<file path="src/sss_pkg.sv">
// Shared types and constants for the simplified silhouette scorer.
package sss_pkg;
  localparam int DIST_W = 32;
  localparam int SIL_W = 18;
  localparam int SUM_W = 30;
  localparam int IDX_W = 12;
  localparam logic [1:0] KIND_OBJ = 2'd0;
  localparam logic [1:0] KIND_CLU = 2'd1;
  localparam logic [1:0] KIND_ALL = 2'd2;
  localparam logic signed [SIL_W-1:0] ONE_Q = 18'sd65536;

  typedef struct packed {
    logic load_obj;
    logic start_div;
    logic sel_avg;
    logic [2:0] avg_idx;
    logic avg_all;
    logic accum;
    logic clear;
  } sss_cmd_t;

  typedef struct packed {
    logic div_done;
    logic obj_err;
  } sss_sts_t;
endpackage

</file>
<file path="src/sss_div.sv">
// Iterative restoring divider, one quotient bit per cycle, signed numerator.
module sss_div import sss_pkg::*; (
  input  logic              clk,
  input  logic              rst_n,
  input  logic              start,
  input  logic signed [48:0] num,
  input  logic [31:0]       den,
  output logic              done,
  output logic signed [SIL_W-1:0] quo
);
  logic [47:0] mag_r, mag_nxt;
  logic [31:0] den_r;
  logic [32:0] rem_r, rem_nxt;
  logic [47:0] q_r, q_nxt;
  logic [5:0]  cnt_r, cnt_nxt;
  logic        neg_r, busy_r, busy_nxt, done_r, done_nxt, zero_r;
  logic [33:0] sh, diff;
  logic [48:0] qs;

  always_comb begin
    sh = {rem_r, mag_r[47]};
    diff = sh - {2'b0, den_r};
    mag_nxt = {mag_r[46:0], 1'b0};
    rem_nxt = diff[33] ? sh[32:0] : diff[32:0];
    q_nxt = {q_r[46:0], ~diff[33]};
    cnt_nxt = cnt_r - 6'd1;
    busy_nxt = busy_r && (cnt_r != 6'd1);
    done_nxt = busy_r && (cnt_r == 6'd1);
  end

  always_ff @(posedge clk) begin
    if (!rst_n) begin
      busy_r <= 1'b0;
      done_r <= 1'b0;
    end else if (start) begin
      busy_r <= 1'b1;
      done_r <= 1'b0;
      cnt_r  <= 6'd48;
      neg_r  <= num[48];
      mag_r  <= num[48] ? 48'(-num) : num[47:0];
      den_r  <= den;
      zero_r <= (den == 32'd0);
      rem_r  <= '0;
      q_r    <= '0;
    end else begin
      done_r <= done_nxt;
      busy_r <= busy_nxt;
      if (busy_r) begin
        mag_r <= mag_nxt;
        rem_r <= rem_nxt;
        q_r   <= q_nxt;
        cnt_r <= cnt_nxt;
      end
    end
  end

  always_comb begin
    qs = (q_r > 48'd65536) ? 49'd65536 : {1'b0, q_r};
    if (zero_r) qs = '0;
    quo = neg_r ? SIL_W'(-$signed(qs)) : SIL_W'(qs);
  end
  assign done = done_r;
endmodule

</file>
<file path="src/sss_datapath.sv">
// Datapath: distance selection, accumulators and divider.
module sss_datapath import sss_pkg::*; #(
  parameter int MAX_CLUSTERS = 8,
  parameter int MAX_OBJECTS = 4096
) (
  input  logic clk,
  input  logic rst_n,
  input  sss_cmd_t cmd,
  output sss_sts_t sts,
  input  logic [3:0] cnt,
  input  logic [DIST_W-1:0] dists [MAX_CLUSTERS],
  input  logic [2:0] pred,
  output logic signed [SIL_W-1:0] quo,
  output logic [IDX_W-1:0] obj_idx
);
  localparam int OC_W = $clog2(MAX_OBJECTS + 1);
  logic signed [SUM_W-1:0] csum_r [MAX_CLUSTERS];
  logic [OC_W-1:0] cmem_r [MAX_CLUSTERS];
  logic signed [SUM_W-1:0] osum_r;
  logic [OC_W-1:0] ocnt_r;
  logic [DIST_W-1:0] intra, inter;
  logic [2:0] pred_r;
  logic signed [48:0] num;
  logic [31:0] den;
  logic signed [SIL_W-1:0] sil_r;
  logic div_done;

  always_comb begin
    intra = '0;
    inter = '1;
    for (int j = 0; j < MAX_CLUSTERS; j++) begin
      if (3'(j) == pred) intra = dists[j];
      if (j < int'(cnt) && 3'(j) != pred && dists[j] < inter) inter = dists[j];
    end
    sts.obj_err = ({1'b0, pred} >= cnt) || (ocnt_r >= OC_W'(MAX_OBJECTS));
    sts.div_done = div_done;
  end

  always_comb begin
    if (cmd.sel_avg) begin
      if (cmd.avg_all) begin
        num = 49'(osum_r);
        den = 32'(ocnt_r);
      end else begin
        num = 49'(csum_r[cmd.avg_idx]);
        den = 32'(cmem_r[cmd.avg_idx]);
      end
    end else begin
      num = 49'($signed({1'b0, inter}) - $signed({1'b0, intra})) <<< 16;
      den = (inter > intra) ? inter : intra;
    end
  end

  sss_div u_div (.clk(clk), .rst_n(rst_n), .start(cmd.start_div), .num(num), .den(den),
    .done(div_done), .quo(quo));

  always_ff @(posedge clk) begin
    if (!rst_n || cmd.clear) begin
      osum_r <= '0;
      ocnt_r <= '0;
      for (int j = 0; j < MAX_CLUSTERS; j++) begin
        csum_r[j] <= '0;
        cmem_r[j] <= '0;
      end
    end else if (cmd.accum) begin
      csum_r[pred_r] <= csum_r[pred_r] + SUM_W'(quo);
      cmem_r[pred_r] <= cmem_r[pred_r] + 1'b1;
      osum_r <= osum_r + SUM_W'(quo);
      ocnt_r <= ocnt_r + 1'b1;
    end
    if (cmd.load_obj) pred_r <= pred;
  end
  assign obj_idx = IDX_W'(ocnt_r);
endmodule

</file>
<file path="src/sss_ctrl.sv">
// Controller state machine sequencing objects and averages.
module sss_ctrl import sss_pkg::*; (
  input  logic clk,
  input  logic rst_n,
  input  logic start,
  input  logic last_in,
  input  logic [3:0] cnt,
  input  sss_sts_t sts,
  output sss_cmd_t cmd,
  output logic busy,
  output logic out_ok,
  output logic [1:0] kind,
  output logic [2:0] avg_idx,
  output logic err,
  output logic is_last
);
  localparam logic [2:0] S_IDLE = 3'd0, S_OBJ = 3'd1, S_AVG_GO = 3'd2, S_AVG = 3'd3,
    S_ALL_GO = 3'd4, S_ALL = 3'd5;
  logic [2:0] st_r, st_nxt;
  logic [2:0] idx_r, idx_nxt;
  logic last_r;

  always_comb begin
    st_nxt = st_r;
    idx_nxt = idx_r;
    cmd = '0;
    cmd.avg_idx = idx_r;
    out_ok = 1'b0;
    kind = KIND_OBJ;
    err = 1'b0;
    is_last = 1'b0;
    unique case (st_r)
      S_IDLE: if (start) begin
        cmd.load_obj = 1'b1;
        idx_nxt = '0;
        if (sts.obj_err) begin
          out_ok = 1'b1;
          err = 1'b1;
          is_last = !last_in;
          st_nxt = last_in ? S_AVG_GO : S_IDLE;
        end else begin
          cmd.start_div = 1'b1;
          st_nxt = S_OBJ;
        end
      end
      S_OBJ: if (sts.div_done) begin
        out_ok = 1'b1;
        cmd.accum = 1'b1;
        is_last = !last_r;
        st_nxt = last_r ? S_AVG_GO : S_IDLE;
      end
      S_AVG_GO: begin
        cmd.sel_avg = 1'b1;
        cmd.start_div = 1'b1;
        st_nxt = S_AVG;
      end
      S_AVG: begin
        cmd.sel_avg = 1'b1;
        if (sts.div_done) begin
          out_ok = 1'b1;
          kind = KIND_CLU;
          idx_nxt = idx_r + 3'd1;
          st_nxt = ({1'b0, idx_r} + 4'd1 >= cnt) ? S_ALL_GO : S_AVG_GO;
        end
      end
      S_ALL_GO: begin
        cmd.sel_avg = 1'b1;
        cmd.avg_all = 1'b1;
        cmd.start_div = 1'b1;
        st_nxt = S_ALL;
      end
      S_ALL: begin
        cmd.sel_avg = 1'b1;
        cmd.avg_all = 1'b1;
        if (sts.div_done) begin
          out_ok = 1'b1;
          kind = KIND_ALL;
          is_last = 1'b1;
          cmd.clear = 1'b1;
          st_nxt = S_IDLE;
        end
      end
      default: st_nxt = S_IDLE;
    endcase
  end

  always_ff @(posedge clk) begin
    if (!rst_n) begin
      st_r <= S_IDLE;
      idx_r <= '0;
    end else begin
      st_r <= st_nxt;
      idx_r <= idx_nxt;
    end
    if (st_r == S_IDLE && start) last_r <= last_in;
  end
  assign busy = (st_r != S_IDLE);
  assign avg_idx = idx_r;
endmodule

</file>
<file path="src/simplified_silhouette_scorer.sv">
// Top level of the simplified silhouette scorer.
// A 48-step shared divider forms each object's silhouette.
// A last object adds one division per cluster in use plus one for the overall
// average. Results appear for one cycle on out_valid and cannot be stalled;
// start is taken only while busy is low. cfg_ready is always high.
module simplified_silhouette_scorer import sss_pkg::*; #(
  parameter int MAX_CLUSTERS = 8,
  parameter int MAX_OBJECTS = 4096
) (
  input  logic clk,
  input  logic rst_n,
  input  logic start,
  output logic busy,
  input  logic [31:0] in_dist_0, in_dist_1, in_dist_2, in_dist_3,
  input  logic [31:0] in_dist_4, in_dist_5, in_dist_6, in_dist_7,
  input  logic [2:0] in_predicted_cluster,
  input  logic in_last_object,
  input  logic cfg_valid,
  output logic cfg_ready,
  input  logic [3:0] cfg_data,
  output logic out_valid,
  output logic [1:0] out_kind,
  output logic [11:0] out_index,
  output logic signed [17:0] out_silhouette,
  output logic out_status,
  output logic out_last
);
  logic [3:0] ccount_r, cnt;
  logic [31:0] dists [MAX_CLUSTERS];
  logic [31:0] dall [8];
  sss_cmd_t cmd;
  sss_sts_t sts;
  logic ok, err, lst;
  logic [1:0] kind;
  logic [2:0] aidx;
  logic signed [17:0] quo;
  logic [11:0] oidx;

  assign dall = '{in_dist_0, in_dist_1, in_dist_2, in_dist_3,
                  in_dist_4, in_dist_5, in_dist_6, in_dist_7};
  always_comb for (int j = 0; j < MAX_CLUSTERS; j++) dists[j] = dall[j];
  assign cfg_ready = 1'b1;
  always_comb begin
    cnt = ccount_r;
    if (ccount_r < 4'd2) cnt = 4'd2;
    if (ccount_r > 4'(MAX_CLUSTERS)) cnt = 4'(MAX_CLUSTERS);
  end

  sss_ctrl u_ctrl (.clk(clk), .rst_n(rst_n), .start(start), .last_in(in_last_object),
    .cnt(cnt), .sts(sts), .cmd(cmd), .busy(busy), .out_ok(ok), .kind(kind),
    .avg_idx(aidx), .err(err), .is_last(lst));

  sss_datapath #(.MAX_CLUSTERS(MAX_CLUSTERS), .MAX_OBJECTS(MAX_OBJECTS)) u_dp (
    .clk(clk), .rst_n(rst_n), .cmd(cmd), .sts(sts), .cnt(cnt), .dists(dists),
    .pred(in_predicted_cluster), .quo(quo), .obj_idx(oidx));

  always_ff @(posedge clk) begin
    if (!rst_n) begin
      ccount_r <= 4'd8;
      out_valid <= 1'b0;
    end else begin
      if (cfg_valid) ccount_r <= cfg_data;
      out_valid <= ok;
    end
    out_kind <= kind;
    out_index <= (kind == KIND_CLU) ? {9'd0, aidx} : (kind == KIND_ALL) ? '0 : oidx;
    out_silhouette <= err ? '0 : quo;
    out_status <= err;
    out_last <= lst;
  end
endmodule

</file>
<file path="config.mk">
export PLATFORM = sky130hd
export DESIGN_NAME = simplified_silhouette_scorer
export DESIGN_NICKNAME = d
export VERILOG_FILES = /design/src/sss_pkg.sv /design/src/sss_div.sv /design/src/sss_datapath.sv /design/src/sss_ctrl.sv /design/src/simplified_silhouette_scorer.sv
export SDC_FILE = /design/constraint.sdc
export NUM_CORES = 2
export LEC_CHECK = 0
export BUFFER_PORTS_ARGS = -buffer_cell sky130_fd_sc_hd__buf_2
export CORE_UTILIZATION = 40
export DETAILED_ROUTE_END_ITERATION = 10
export HOLD_SLACK_MARGIN = 0.1
export PLACE_DENSITY = 0.63
export SYNTH_ARGS = -nofsm -noshare
export SYNTH_HDL_FRONTEND = slang
export SYNTH_SLANG_ARGS = --single-unit
export TNS_END_PERCENT = 10
</file>
<file path="constraint.sdc">
create_clock -name clk -period 30.9 [get_ports clk]
set_input_delay 4.635 -clock clk [delete_from_list [all_inputs] [get_ports clk]]
set_output_delay 4.635 -clock clk [all_outputs]
set_load 0.02 [all_outputs]
</file>
==> results_dict.tcl <==
set metrics [dict create \
    first_global_vias 39010 \
    die_h_um 346.0 \
    worst_pin_slew_ns 1.088 \
    p_per_area_mw_per_mm2 78.95 \
    drt_iter0_drc 4119 \
    synthCells 5061 \
    fin_crit_sh_pct 94.38 \
    cts-root-buf "clkbuf_16" \
    clock_path_buffers 3 \
    wl_per_cell_um 23.33 \
    cts_buffers 67 \
    grt_pass1_wl_mm 237.8 \
    antenna_left 0 \
    clock_skew_ns 0.05925 \
    dr.pass1.iters 6 \
    drive_above_1_share_pct 15.87 \
    htree_levels 3 \
    setup_violations 0 \
    ioPinCount 305 \
    critical_path_class "input pin to register" \
    slowest_stage "or4_1" \
    p_total_uw 4155 \
    fin_nets 5827 \
    hold_buffers 0 \
    synthArstFlopShare_pct 0 \
    slew_viol_final 0 \
    overflow 0 \
    track_usage_pct 25.68 \
    dp_hpwl_mm 114.0 \
    synth_area_per_cell_sq_um 9.352 \
    period_minus_slack_ns 29.16 \
    critPathMaxStageDelay_ns 0.66 \
    ys_types 117 \
    fp-row-count 125 \
    globalplace.congestion 1.010 \
    yosysWarnings 0 \
    clock_latency_ns 0.66 \
    rsz0062_at_grt "no" \
    syn2layout_area_growth_pct 11.19 \
    hold_path_class "register to register" \
    clk_pin_slew_ns 0.06 \
    dr_total_vias 40860 \
    slew_headroom_pct 27.32 \
    portBuffers 303 \
    power.leakage_uw 0.02079 \
    cts_tree "done" \
    final.setup.tns_ns 0 \
    start_kind "input pin" \
    synth_edf_count 517 \
    die_area_sq_mm 0.1197 \
    drc 0 \
    via_per_inst 5.993 \
    yosysTopAreaCellShare_pct 32.80 \
    timing.fmax_mhz 34.29 \
    die_w_um 346.0 \
    cts_sinks 613 \
    nFillCells 11200 \
    crit_top_cell "a21o_1" \
    initial_core_util_pct 40.57 \
    totalWireLength_mm 159.1 \
    syn_nets 5673 \
    crit_fanout 31 \
    grt_start_max_net_pins 107 \
    finalHoldViolCount 0 \
    status "completed" \
    core_sq_mm 0.1167 \
    maxCapViolCount 0 \
    yosysTopAreaCell "edfxtp_1" \
    synth_flop_cell "edfxtp_1" \
    netlist_top_cells_area "edfxtp_1 (33%), ha_1 (9.0%), mux4_2 (8.2%)" \
    yosysSeqAreaShare_pct 36.86 \
    cp-end-kind "register" \
    cp_data_required_time_ns 31.26 \
    synth_seq_cells 613 \
    vdd_drop_max_mv 0.05410 \
    critical_path_arrival_ns 29.52 \
    antenna_found_initial 35 \
    netlist_area_sq_mm 0.04733 \
]
[cell type report]
type / instances / area [sq um] / area share [%]
multi-input cells: 3860 / 27840 / 52.90
flip-flops and latches: 613 / 17470 / 33.19
repair buffers: 371 / 2042 / 3.880
well taps: 1524 / 1907 / 3.623
clock buffers: 87 / 1814 / 3.447
inverters: 302 / 1134 / 2.154
clock inverters: 34 / 352.8 / 0.6705
diodes: 28 / 70.07 / 0.1331
[metal layers]
layer  part of all wire (%)  vias to the layer above  GRT usage [%]
li1                       -                    18890              -
met1                     42                    19870          34.14
met2                     46                     1744          41.63
met3                    7.6                      356          3.910
met4                    4.0                        4          10.73
met5                  0.016                        -              0
[cell usage after synthesis, types with 61 or more instances]
master	number
xnor2_1	98
inv_1	301
mux2_2	104
a21o_1	79
mux4_2	172
ha_1	340
and2_1	81
nor2b_1	61
o21ai_0	315
nor2_1	733
dfxtp_1	96
edfxtp_1	517
nand3_1	92
nand4_1	67
mux2i_1	127
a21oi_1	390
nor3_1	61
clkbuf_1	228
nand2_1	433
[metrics by stage]
stage               util, %  std cells  area, sq um  hold WS (ns)  setup slack (ns)
floorplan                 -       5061        47330        0.4373             1.273
global placement      43.16       6668        50360        0.4571             1.802
detailed placement    43.16       6668        50360        0.4666             1.458
CTS                   45.02       6789        52530        0.4737             2.066
global route          45.10       6817        52620        0.4926           0.01095
finish                45.10       6819        52630        0.4764             1.738
[where the power goes]
group	total (uW)	internal, uW	switching (uW)
Sequential	1040	1010	39.2
Clock	799	440	358
Combinational	2310	876	1440
Total	4150	2320	1830
[registers in the layout, summed over array words and instances (netlist names), 2 cells and up, named ones only]
signal,count
u_dp.u_div.cnt_r,6
ccount_r,4
u_dp.ocnt_r,13
out_kind,2
u_ctrl.avg_idx,3
u_ctrl.st_r,3
u_dp.u_div.rem_r,33
u_dp.u_div.q_r,48
u_dp.u_div.den_r,32
u_dp.u_div.mag_r,48
out_silhouette,18
out_index,12
u_dp.osum_r,30
u_dp.pred_r,3
u_dp.csum_r,240
u_dp.cmem_r,104
[path summary, 6_finish.rpt]
| check | start | endpoint | slack [ns] | cells past startpoint |
|---|---|---|---|---|
| min | u_dp.osum_r[15]$_SDFFE_PP0P_ | u_dp.osum_r[15]$_SDFFE_PP0P_ | 0.48 | 2 |
| max | in_dist_0[2] | u_dp.u_div.mag_r[43]$_DFFE_PP_ | 1.74 | 108 |
| max reg2reg | ccount_r[3]$_SDFFE_PN1P_ | u_dp.u_div.mag_r[43]$_DFFE_PP_ | 8.92 | 91 |
| min reg2reg | u_dp.osum_r[15]$_SDFFE_PP0P_ | u_dp.osum_r[15]$_SDFFE_PP0P_ | 0.48 | 2 |
[repair_timing]
item,4_1_cts,5_1_grt
gates resized for setup,0,3
hold endpoints to repair,0,0
setup endpoints to repair,0,10
buffers inserted,0,0
[cells in the final DEF (no fill, tap or decap), drive strengths merged, types with 14 or more instances in the layout]
master,n
nor2,735
and3,25
or3,38
nand2,433
a21boi,32
and2,83
nand3,94
o21ai,325
nor4,32
a22oi,32
a31oi,17
nand2b,55
edfxtp,517
buf,371
o21a,41
o211ai,55
xnor2,98
inv,305
ha,340
a211oi,42
nor2b,61
nand4,67
a21o,79
mux4,172
diode,28
nor3,64
clkinv,27
a21oi,392
xor2,44
mux2i,127
o221ai,45
clkbuf,87
nand3b,14
dfxtp,96
mux2,105
o21bai,36
o31ai,20
[cells by family after synthesis]
group	count (synthesis)	synth area share (%)
AOI/OAI and AO/OA	1210	16.14
adders and majority gates	346	9.200
DFF	613	36.86
muxes	404	13.37
and+or+nand+nor	1755	17.03
other	1	0.007923
buffers and inverters	590	4.756
xor gates and xnor gates	142	2.644
[critical path: cells and delay by family]
family                   cells  cell delay [ns]
buffers and inverters       10             1.73
AO/OA/AOI/OAI               55            12.90
multiplexers                 5             1.53
AND/OR/NAND/NOR             30             6.47
adder cells (fa/ha/maj)      8             2.20
Note: power is estimated with default switching activity, not from simulation.
